<file path="src/design/rlt_pkg.sv">
// Shared types and constants for the reservation and limit tag unit.
`default_nettype none

package rlt_pkg;

  localparam int TAG_W = 63;
  localparam int BW_W = 32;
  localparam int BLK_W = 16;
  localparam int NUM_W = 36;
  localparam int DIV_STEPS = NUM_W;
  localparam int CNT_W = $clog2(DIV_STEPS);
  localparam int CFG_IDX_W = 3;
  localparam int CFG_DATA_W = BW_W;

  localparam logic [TAG_W-1:0] TAG_MAX = {TAG_W{1'b1}};
  localparam logic [NUM_W-1:0] US_PER_S = NUM_W'(1000000);

  localparam logic [BW_W-1:0] LIMIT_BW_RESET = BW_W'(1048576);
  localparam logic [BW_W-1:0] RESERVE_BW_RESET = BW_W'(1024);
  localparam logic [BLK_W-1:0] BLOCK_KB_RESET = BLK_W'(128);

  localparam logic [CFG_IDX_W-1:0] CFG_WRITE_LIMIT_BW = 3'd0;
  localparam logic [CFG_IDX_W-1:0] CFG_WRITE_RESERVE_BW = 3'd1;
  localparam logic [CFG_IDX_W-1:0] CFG_READ_LIMIT_BW = 3'd2;
  localparam logic [CFG_IDX_W-1:0] CFG_READ_RESERVE_BW = 3'd3;
  localparam logic [CFG_IDX_W-1:0] CFG_BLOCK_KB = 3'd4;

  typedef enum logic [2:0] {
    ST_IDLE,
    ST_PREP,
    ST_DIV,
    ST_PICK,
    ST_ADD,
    ST_FIN
  } state_t;

  typedef struct packed {
    logic capture;
    logic prep;
    logic step;
    logic pick;
    logic commit;
    logic out_load;
  } cmd_t;

  typedef struct packed {
    logic div_done;
    logic bw_zero;
  } stat_t;

endpackage

`default_nettype wire

</file>
<file path="src/design/rlt_ctrl.sv">
// Sequencer for the tag unit: steps one transaction through the datapath.
`default_nettype none

module rlt_ctrl (
  input  wire logic          clk,
  input  wire logic          rst,
  input  wire logic          in_valid,
  output logic               in_stall,
  output logic               out_valid,
  input  wire logic          out_stall,
  input  wire rlt_pkg::stat_t stat,
  output rlt_pkg::cmd_t      cmd
);
  import rlt_pkg::*;

  state_t state;
  state_t state_next;
  logic   out_free;

  assign out_free = !out_valid || !out_stall;

  always_ff @(posedge clk) begin
    if (rst) begin
      state <= ST_IDLE;
      out_valid <= 1'b0;
    end else begin
      state <= state_next;
      if (cmd.out_load) begin
        out_valid <= 1'b1;
      end else if (!out_stall) begin
        out_valid <= 1'b0;
      end
    end
  end

  always_comb begin
    state_next = state;
    unique case (state)
      ST_IDLE: begin
        if (in_valid) begin
          state_next = ST_PREP;
        end
      end
      ST_PREP: state_next = ST_DIV;
      ST_DIV: begin
        if (stat.bw_zero || stat.div_done) begin
          state_next = ST_PICK;
        end
      end
      ST_PICK: state_next = ST_ADD;
      ST_ADD: state_next = ST_FIN;
      ST_FIN: begin
        if (out_free) begin
          state_next = ST_IDLE;
        end
      end
      default: state_next = ST_IDLE;
    endcase
  end

  always_comb begin
    cmd = '0;
    in_stall = 1'b1;
    unique case (state)
      ST_IDLE: begin
        in_stall = 1'b0;
        cmd.capture = in_valid;
      end
      ST_PREP: cmd.prep = 1'b1;
      ST_DIV: cmd.step = !stat.bw_zero;
      ST_PICK: cmd.pick = 1'b1;
      ST_ADD: cmd.commit = 1'b1;
      ST_FIN: cmd.out_load = out_free;
      default: in_stall = 1'b1;
    endcase
  end

endmodule

`default_nettype wire

</file>
<file path="src/design/rlt_dp.sv">
// Datapath for the tag unit: registers, tag state, divider and saturating adder.
`default_nettype none

module rlt_dp (
  input  wire logic                              clk,
  input  wire logic                              rst,
  input  wire logic                              cfg_we,
  input  wire logic [rlt_pkg::CFG_IDX_W-1:0]     cfg_index,
  input  wire logic [rlt_pkg::CFG_DATA_W-1:0]    cfg_data,
  input  wire logic                              mode,
  input  wire logic                              is_write,
  input  wire logic [rlt_pkg::TAG_W-1:0]         time_us,
  input  wire logic [rlt_pkg::TAG_W-1:0]         request_limit_tag,
  output logic [rlt_pkg::TAG_W-1:0]              tag_us,
  output logic                                   flag,
  input  wire rlt_pkg::cmd_t                     cmd,
  output rlt_pkg::stat_t                         stat
);
  import rlt_pkg::*;

  logic [BW_W-1:0]  write_limit_bw;
  logic [BW_W-1:0]  write_reserve_bw;
  logic [BW_W-1:0]  read_limit_bw;
  logic [BW_W-1:0]  read_reserve_bw;
  logic [BLK_W-1:0] block_kb;

  logic [TAG_W-1:0] write_limit_last;
  logic [TAG_W-1:0] write_reserve_last;
  logic [TAG_W-1:0] read_limit_last;
  logic [TAG_W-1:0] read_reserve_last;

  logic             req_mode;
  logic             req_write;
  logic [TAG_W-1:0] req_time;
  logic [TAG_W-1:0] req_limit;

  logic [BW_W-1:0]  divisor;
  logic [BW_W-1:0]  rem;
  logic [NUM_W-1:0] num;
  logic [CNT_W-1:0] cnt;

  logic [TAG_W-1:0] base;
  logic [TAG_W-1:0] gap;
  logic [TAG_W-1:0] res_tag;
  logic             res_flag;

  logic [BW_W:0]    trial;
  logic [BW_W:0]    diff;
  logic             ge;
  logic [TAG_W-1:0] limit_cur;
  logic [TAG_W-1:0] reserve_cur;
  logic             restart;
  logic [TAG_W:0]   sum;
  logic [TAG_W-1:0] new_tag;

  assign trial = {rem, num[NUM_W-1]};
  assign diff = trial - {1'b0, divisor};
  assign ge = trial >= {1'b0, divisor};

  assign limit_cur = req_write ? write_limit_last : read_limit_last;
  assign reserve_cur = req_write ? write_reserve_last : read_reserve_last;
  assign restart = req_time > reserve_cur;

  assign sum = {1'b0, base} + {1'b0, gap};
  assign new_tag = (sum >= {1'b0, TAG_MAX}) ? TAG_MAX : sum[TAG_W-1:0];

  assign stat.bw_zero = divisor == '0;
  assign stat.div_done = cnt == CNT_W'(DIV_STEPS - 1);

  always_ff @(posedge clk) begin
    if (rst) begin
      write_limit_bw <= LIMIT_BW_RESET;
      write_reserve_bw <= RESERVE_BW_RESET;
      read_limit_bw <= LIMIT_BW_RESET;
      read_reserve_bw <= RESERVE_BW_RESET;
      block_kb <= BLOCK_KB_RESET;
    end else if (cfg_we) begin
      unique case (cfg_index)
        CFG_WRITE_LIMIT_BW: write_limit_bw <= cfg_data;
        CFG_WRITE_RESERVE_BW: write_reserve_bw <= cfg_data;
        CFG_READ_LIMIT_BW: read_limit_bw <= cfg_data;
        CFG_READ_RESERVE_BW: read_reserve_bw <= cfg_data;
        CFG_BLOCK_KB: block_kb <= cfg_data[BLK_W-1:0];
        default: block_kb <= block_kb;
      endcase
    end
  end

  always_ff @(posedge clk) begin
    if (cmd.capture) begin
      req_mode <= mode;
      req_write <= is_write;
      req_time <= time_us;
      req_limit <= request_limit_tag;
    end
    if (cmd.prep) begin
      num <= US_PER_S * NUM_W'(block_kb);
      rem <= '0;
      cnt <= '0;
      if (req_mode) begin
        divisor <= req_write ? write_reserve_bw : read_reserve_bw;
      end else begin
        divisor <= req_write ? write_limit_bw : read_limit_bw;
      end
    end
    if (cmd.step) begin
      rem <= ge ? diff[BW_W-1:0] : trial[BW_W-1:0];
      num <= {num[NUM_W-2:0], ge};
      cnt <= cnt + CNT_W'(1);
    end
    if (cmd.pick) begin
      gap <= stat.bw_zero ? TAG_MAX : TAG_W'(num);
      base <= req_mode ? (restart ? req_time : reserve_cur) : limit_cur;
      res_flag <= !restart;
    end
    if (cmd.commit) begin
      res_tag <= new_tag;
    end
    if (cmd.out_load) begin
      tag_us <= res_tag;
      flag <= req_mode ? res_flag : (req_time >= res_tag);
    end
  end

  always_ff @(posedge clk) begin
    if (rst) begin
      write_limit_last <= '0;
      write_reserve_last <= '0;
      read_limit_last <= '0;
      read_reserve_last <= '0;
    end else begin
      if (cmd.pick && req_mode && restart) begin
        if (req_write) begin
          write_limit_last <= req_limit;
        end else begin
          read_limit_last <= req_limit;
        end
      end
      if (cmd.commit) begin
        unique case ({req_mode, req_write})
          2'b00: read_limit_last <= new_tag;
          2'b01: write_limit_last <= new_tag;
          2'b10: read_reserve_last <= new_tag;
          2'b11: write_reserve_last <= new_tag;
          default: read_limit_last <= read_limit_last;
        endcase
      end
    end
  end

endmodule

`default_nettype wire

</file>
<file path="src/design/reservation_limit_tag_unit.sv">
// Top level of the reservation and limit tag unit.
// Each transaction computes one limit or reservation tag for the read or write
// side and returns one result. After acceptance, an item forms the numerator
// 1000000 * block_kb, runs it through the restoring divider that yields one
// quotient bit per cycle for a 36-bit quotient, picks the base tag, adds the
// spacing with saturation and loads the result into the output register. A
// bandwidth of zero bypasses the divider. The unit holds one item at a time and
// stalls its input until that item's result is in the output register, and it
// can accept the next item in the same cycle that the result appears there.
// A result waiting there does not block acceptance of the next item, but while it
// is stalled the next result cannot be loaded and the unit keeps its input stalled.
`default_nettype none

module reservation_limit_tag_unit (
  input  wire logic                           clk,
  input  wire logic                           rst,
  input  wire logic                           cfg_we,
  input  wire logic [rlt_pkg::CFG_IDX_W-1:0]  cfg_index,
  input  wire logic [rlt_pkg::CFG_DATA_W-1:0] cfg_data,
  input  wire logic                           in_valid,
  output logic                                in_stall,
  input  wire logic                           mode,
  input  wire logic                           is_write,
  input  wire logic [rlt_pkg::TAG_W-1:0]      time_us,
  input  wire logic [rlt_pkg::TAG_W-1:0]      request_limit_tag,
  output logic                                out_valid,
  input  wire logic                           out_stall,
  output logic [rlt_pkg::TAG_W-1:0]           tag_us,
  output logic                                flag
);
  import rlt_pkg::*;

  cmd_t  cmd;
  stat_t stat;

  rlt_ctrl u_ctrl (
    .clk       (clk),
    .rst       (rst),
    .in_valid  (in_valid),
    .in_stall  (in_stall),
    .out_valid (out_valid),
    .out_stall (out_stall),
    .stat      (stat),
    .cmd       (cmd)
  );

  rlt_dp u_dp (
    .clk               (clk),
    .rst               (rst),
    .cfg_we            (cfg_we),
    .cfg_index         (cfg_index),
    .cfg_data          (cfg_data),
    .mode              (mode),
    .is_write          (is_write),
    .time_us           (time_us),
    .request_limit_tag (request_limit_tag),
    .tag_us            (tag_us),
    .flag              (flag),
    .cmd               (cmd),
    .stat              (stat)
  );

endmodule

`default_nettype wire

</file>
<file path="config.mk">
export PLATFORM = sky130hd
export DESIGN_NAME = reservation_limit_tag_unit
export DESIGN_NICKNAME = d
export VERILOG_FILES = /design/src/design/rlt_pkg.sv /design/src/design/rlt_ctrl.sv /design/src/design/rlt_dp.sv /design/src/design/reservation_limit_tag_unit.sv
export SDC_FILE = /design/constraint.sdc
export NUM_CORES = 2
export LEC_CHECK = 0
export ABC_AREA = 0
export BUFFER_PORTS_ARGS = -buffer_cell sky130_fd_sc_hd__clkbuf_2
export CAP_MARGIN = 10
export CORE_MARGIN = 2
export CORE_UTILIZATION = 34
export CTS_CLUSTER_SIZE = 28
export DETAILED_ROUTE_END_ITERATION = 16
export GPL_TIMING_DRIVEN = 0
export PLACE_DENSITY = 0.63
export SYNTH_ARGS = -nofsm -noshare
export SYNTH_HDL_FRONTEND = slang
export SYNTH_SLANG_ARGS = --single-unit
</file>
<file path="constraint.sdc">
create_clock -name clk -period 7.1 [get_ports clk]
set_clock_uncertainty 0.1 [all_clocks]
set_input_delay 0.355 -clock clk [delete_from_list [all_inputs] [get_ports clk]]
set_output_delay 0.355 -clock clk [all_outputs]
set_load 0.01 [all_outputs]
</file>
==> metrics <==
Post-CTS Setup Inserts=0; Syn Area/Cell=10.1 um2; RePlAce Congestion=0.954; antenna-violating nets left=0; # rows=135; Post-synth EDFFs=462; power density over the cells=227 nW/um2; fin. max-slew vios=0; Clock Latency Late Sink=0.73 ns; first-pass GRT wire length=232000 um; Post-Place Setup Slack=-1.12 ns; leakage=0.0220 uW; Synth top area share=0.297; CP Data Required Time=7.48 ns; DRT iter0 DRCs=3716; failing checks=negative setup slack; Hold EP=u_dp.read_reserve_bw[0]$_SDFFE_PP0P_; GR Overflow Total=0; ys flop type=edfxtp_1; endpoint type of the worst setup path=flip-flop; Reg2Reg Setup Slack=-0.01 ns; Synth area leaders=edfxtp_1 30%, dfxtp_1 17%, ha_1 8.8%; DRT Pass-1 Iters=5; maximum clock insertion buffer count=3; Final period util=1.00; port bufs=232; worst hold margin=0.0967 ns; Core Footprint=136000 um2; HPWL after DPL=118000 um; arrival time at the worst endpoint=7.49 ns; Total GRT Usage=0.218; Hold Crit Class=primary input to flip-flop; commonest cells after routing, fill and taps aside=519 x nand2_1, 462 x edfxtp_1, 400 x dfxtp_1; number of synthesized register bits=862; Reg-to-Reg Start=u_dp.req_write$_DFFE_PP_; drt total wl=157000 um; RSZ-0062 raised after global routing=false; CTS root buf=clkbuf_16; crit path kind=flip-flop to flip-flop; Cell variety after synth=86; Setup crit start kind=flip-flop; clk slew on worst S/H paths=0.06 ns; sequential area share after synthesis=0.469; CTS tree=yes; sequential cell area=21900 um2; number of buffers created by CTS=96; area of the multi-input gates=22700 um2; Rel. slew slack=0.102; Hold Crit Start=cfg_index[0]; DP Area=50500 um2; layout cells sized above 1=0.108; vias per cell=5.45; vias in the first global route=36500; die area=140000 um2; Netlist Area Pre-Place=46700 um2; Residual DRC=0; Hold Path Stages=4; WL per Instance=22.4 um; IO Count=234; worst r2r dst=u_dp.base[17]$_DFFE_PP_; setup violators final=1; final setup margin=-0.0103 ns; minimum clock period=7.11 ns; maximum clock rate=141 MHz; FFs w/ async S/R, synth=0; design area=55500 um2; VDD IR max=0.201 mV; Hold Violations, Final=0; Reg2Reg Depth=17; most common cell after layout, fill and taps aside=nand2_1; Syn. warnings=0; status=complete, but fails checks; Die Height=375 um; largest net degree at the start of global routing=50; clk sink count=862; Layout Nets=5672; Max Cap Violations=0; Initial Util=0.344; initial antenna violation count=4; Post-Syn Instances=4607; Max FO, Critical Path=10; via count=38100; fill cell count=13200; die width=375 um; H-tree levels=3; crit path launch=u_dp.req_write$_DFFE_PP_; Syn Nets=5159; Yosys top cell by area=edfxtp_1; area grow syn2layout=18.9%; worst slew pin tran=1.35 ns
logic make-up after synthesis:
group,Yosys count,synth area share
adders and majority gates,384,0.112
DFF,862,0.469
xor gates and xnor gates,111,0.0208
and+or+nand+nor,1342,0.131
muxes,366,0.0871
AOI/OAI and AO/OA,974,0.134
buffers and inverters,568,0.0463
flip-flops by register name, indices dropped and copies added (netlist names), 36 cells and up:
name and count:
u_dp.base 63, u_dp.read_limit_last 63, u_dp.read_reserve_last 63, u_dp.req_limit 63, u_dp.req_time 63, u_dp.res_tag 63, u_dp.tag_us 63, u_dp.write_limit_last 63
u_dp.write_reserve_last 63, u_dp.gap 37, u_dp.num 36
worst max-delay path by stage:
stage | end | slack [ns]
floorplan | u_dp.req_limit[0]$_DFFE_PP_ | 0.13
global placement | u_dp.req_time[53]$_DFFE_PP_ | -3.43
detailed placement | u_dp.base[23]$_DFFE_PP_ | -1.12
CTS | u_dp.write_limit_last[54]$_SDFF_PP0_ | 0.0007
global route | u_dp.base[17]$_DFFE_PP_ | 0.05
finish | u_dp.base[17]$_DFFE_PP_ | -0.01
what timing repair did:
item,in CTS,in global routing
endpoints found under the setup margin,190,179
gates resized for setup,16,12
endpoints found under the hold margin,273,0
gates cloned,0,0
hold buffers,163,0
per-stage QoR:
stage	utilization	TNS (ns)	power (uW)	cells
after floorplan	-	0	6780	4607
after global placement	0.369	-1124.74	7360	6620
after detailed placement	0.372	-155.39	7360	6640
after CTS	0.408	0	12700	6984
after global routing	0.409	0	13100	6985
final	0.409	-0.0103	12600	6989
critical path, stage by stage, from the launching register on:
cell and delay, ns:
edfxtp_1 0.55, clkbuf_2 0.47, clkdlybuf4s15_2 0.65, mux2i_1 0.20, ha_1 0.33, nand4_1 0.28
nor4_2 0.61, nand2_1 0.30, nor3_1 0.45, nand2_1 0.42, nor3_1 0.26, a211oi_1 0.29
nor2_1 0.29, clkbuf_2 0.54, clkbuf_2 0.52, mux2i_1 0.27, nand2_1 0.07, o21ai_0 0.18
where the power goes:
part	internal (uW)	total, uW	switching [uW]
Sequential	5500	5660	158
Combinational	658	1700	1050
Clock	3050	5260	2210
layout make-up:
class / instances / area share
clock inverter: 51 / 0.0109
sequential: 862 / 0.394
inverter: 300 / 0.0203
antenna: 5 / 0.000225
tap: 1781 / 0.0402
timing repair buffer: 415 / 0.0562
multi-input combinational: 3177 / 0.409
buffer: 268 / 0.0193
clock buffer: 130 / 0.0491
metal layers:
metal,vias to the layer above,share of wire,GRT usage
li1,17700,-,-
met2,1563,0.42,0.317
met5,-,0,0
met3,241,0.092,0.0457
met1,18600,0.46,0.317
met4,0,0.030,0.0753
synth_stat cells (11+ instances only):
cell type and count:
or3_1 11, buf_2 17, o211ai_1 20, nor2_1 323, nand3b_1 12, dfxtp_1 400
and3_1 27, edfxtp_1 462, a21o_1 89, a211oi_1 47, a21oi_1 310, o21ai_0 224
buf_1 29, fa_1 57, nand4_1 62, mux2i_1 332, and2_1 15, a31oi_1 16
o21bai_1 25, mux4_2 32, xor2_1 49, nor3_1 62, o21a_1 33, nand3_1 151
nor4_1 32, nand2_1 519, xnor2_1 62, nor2b_1 23, a311oi_1 17, a221oi_1 102
or2_2 45, ha_1 327, inv_1 300, nand2b_1 21, clkbuf_1 221
No activity file was read; power rests on OpenSTA's default activity.
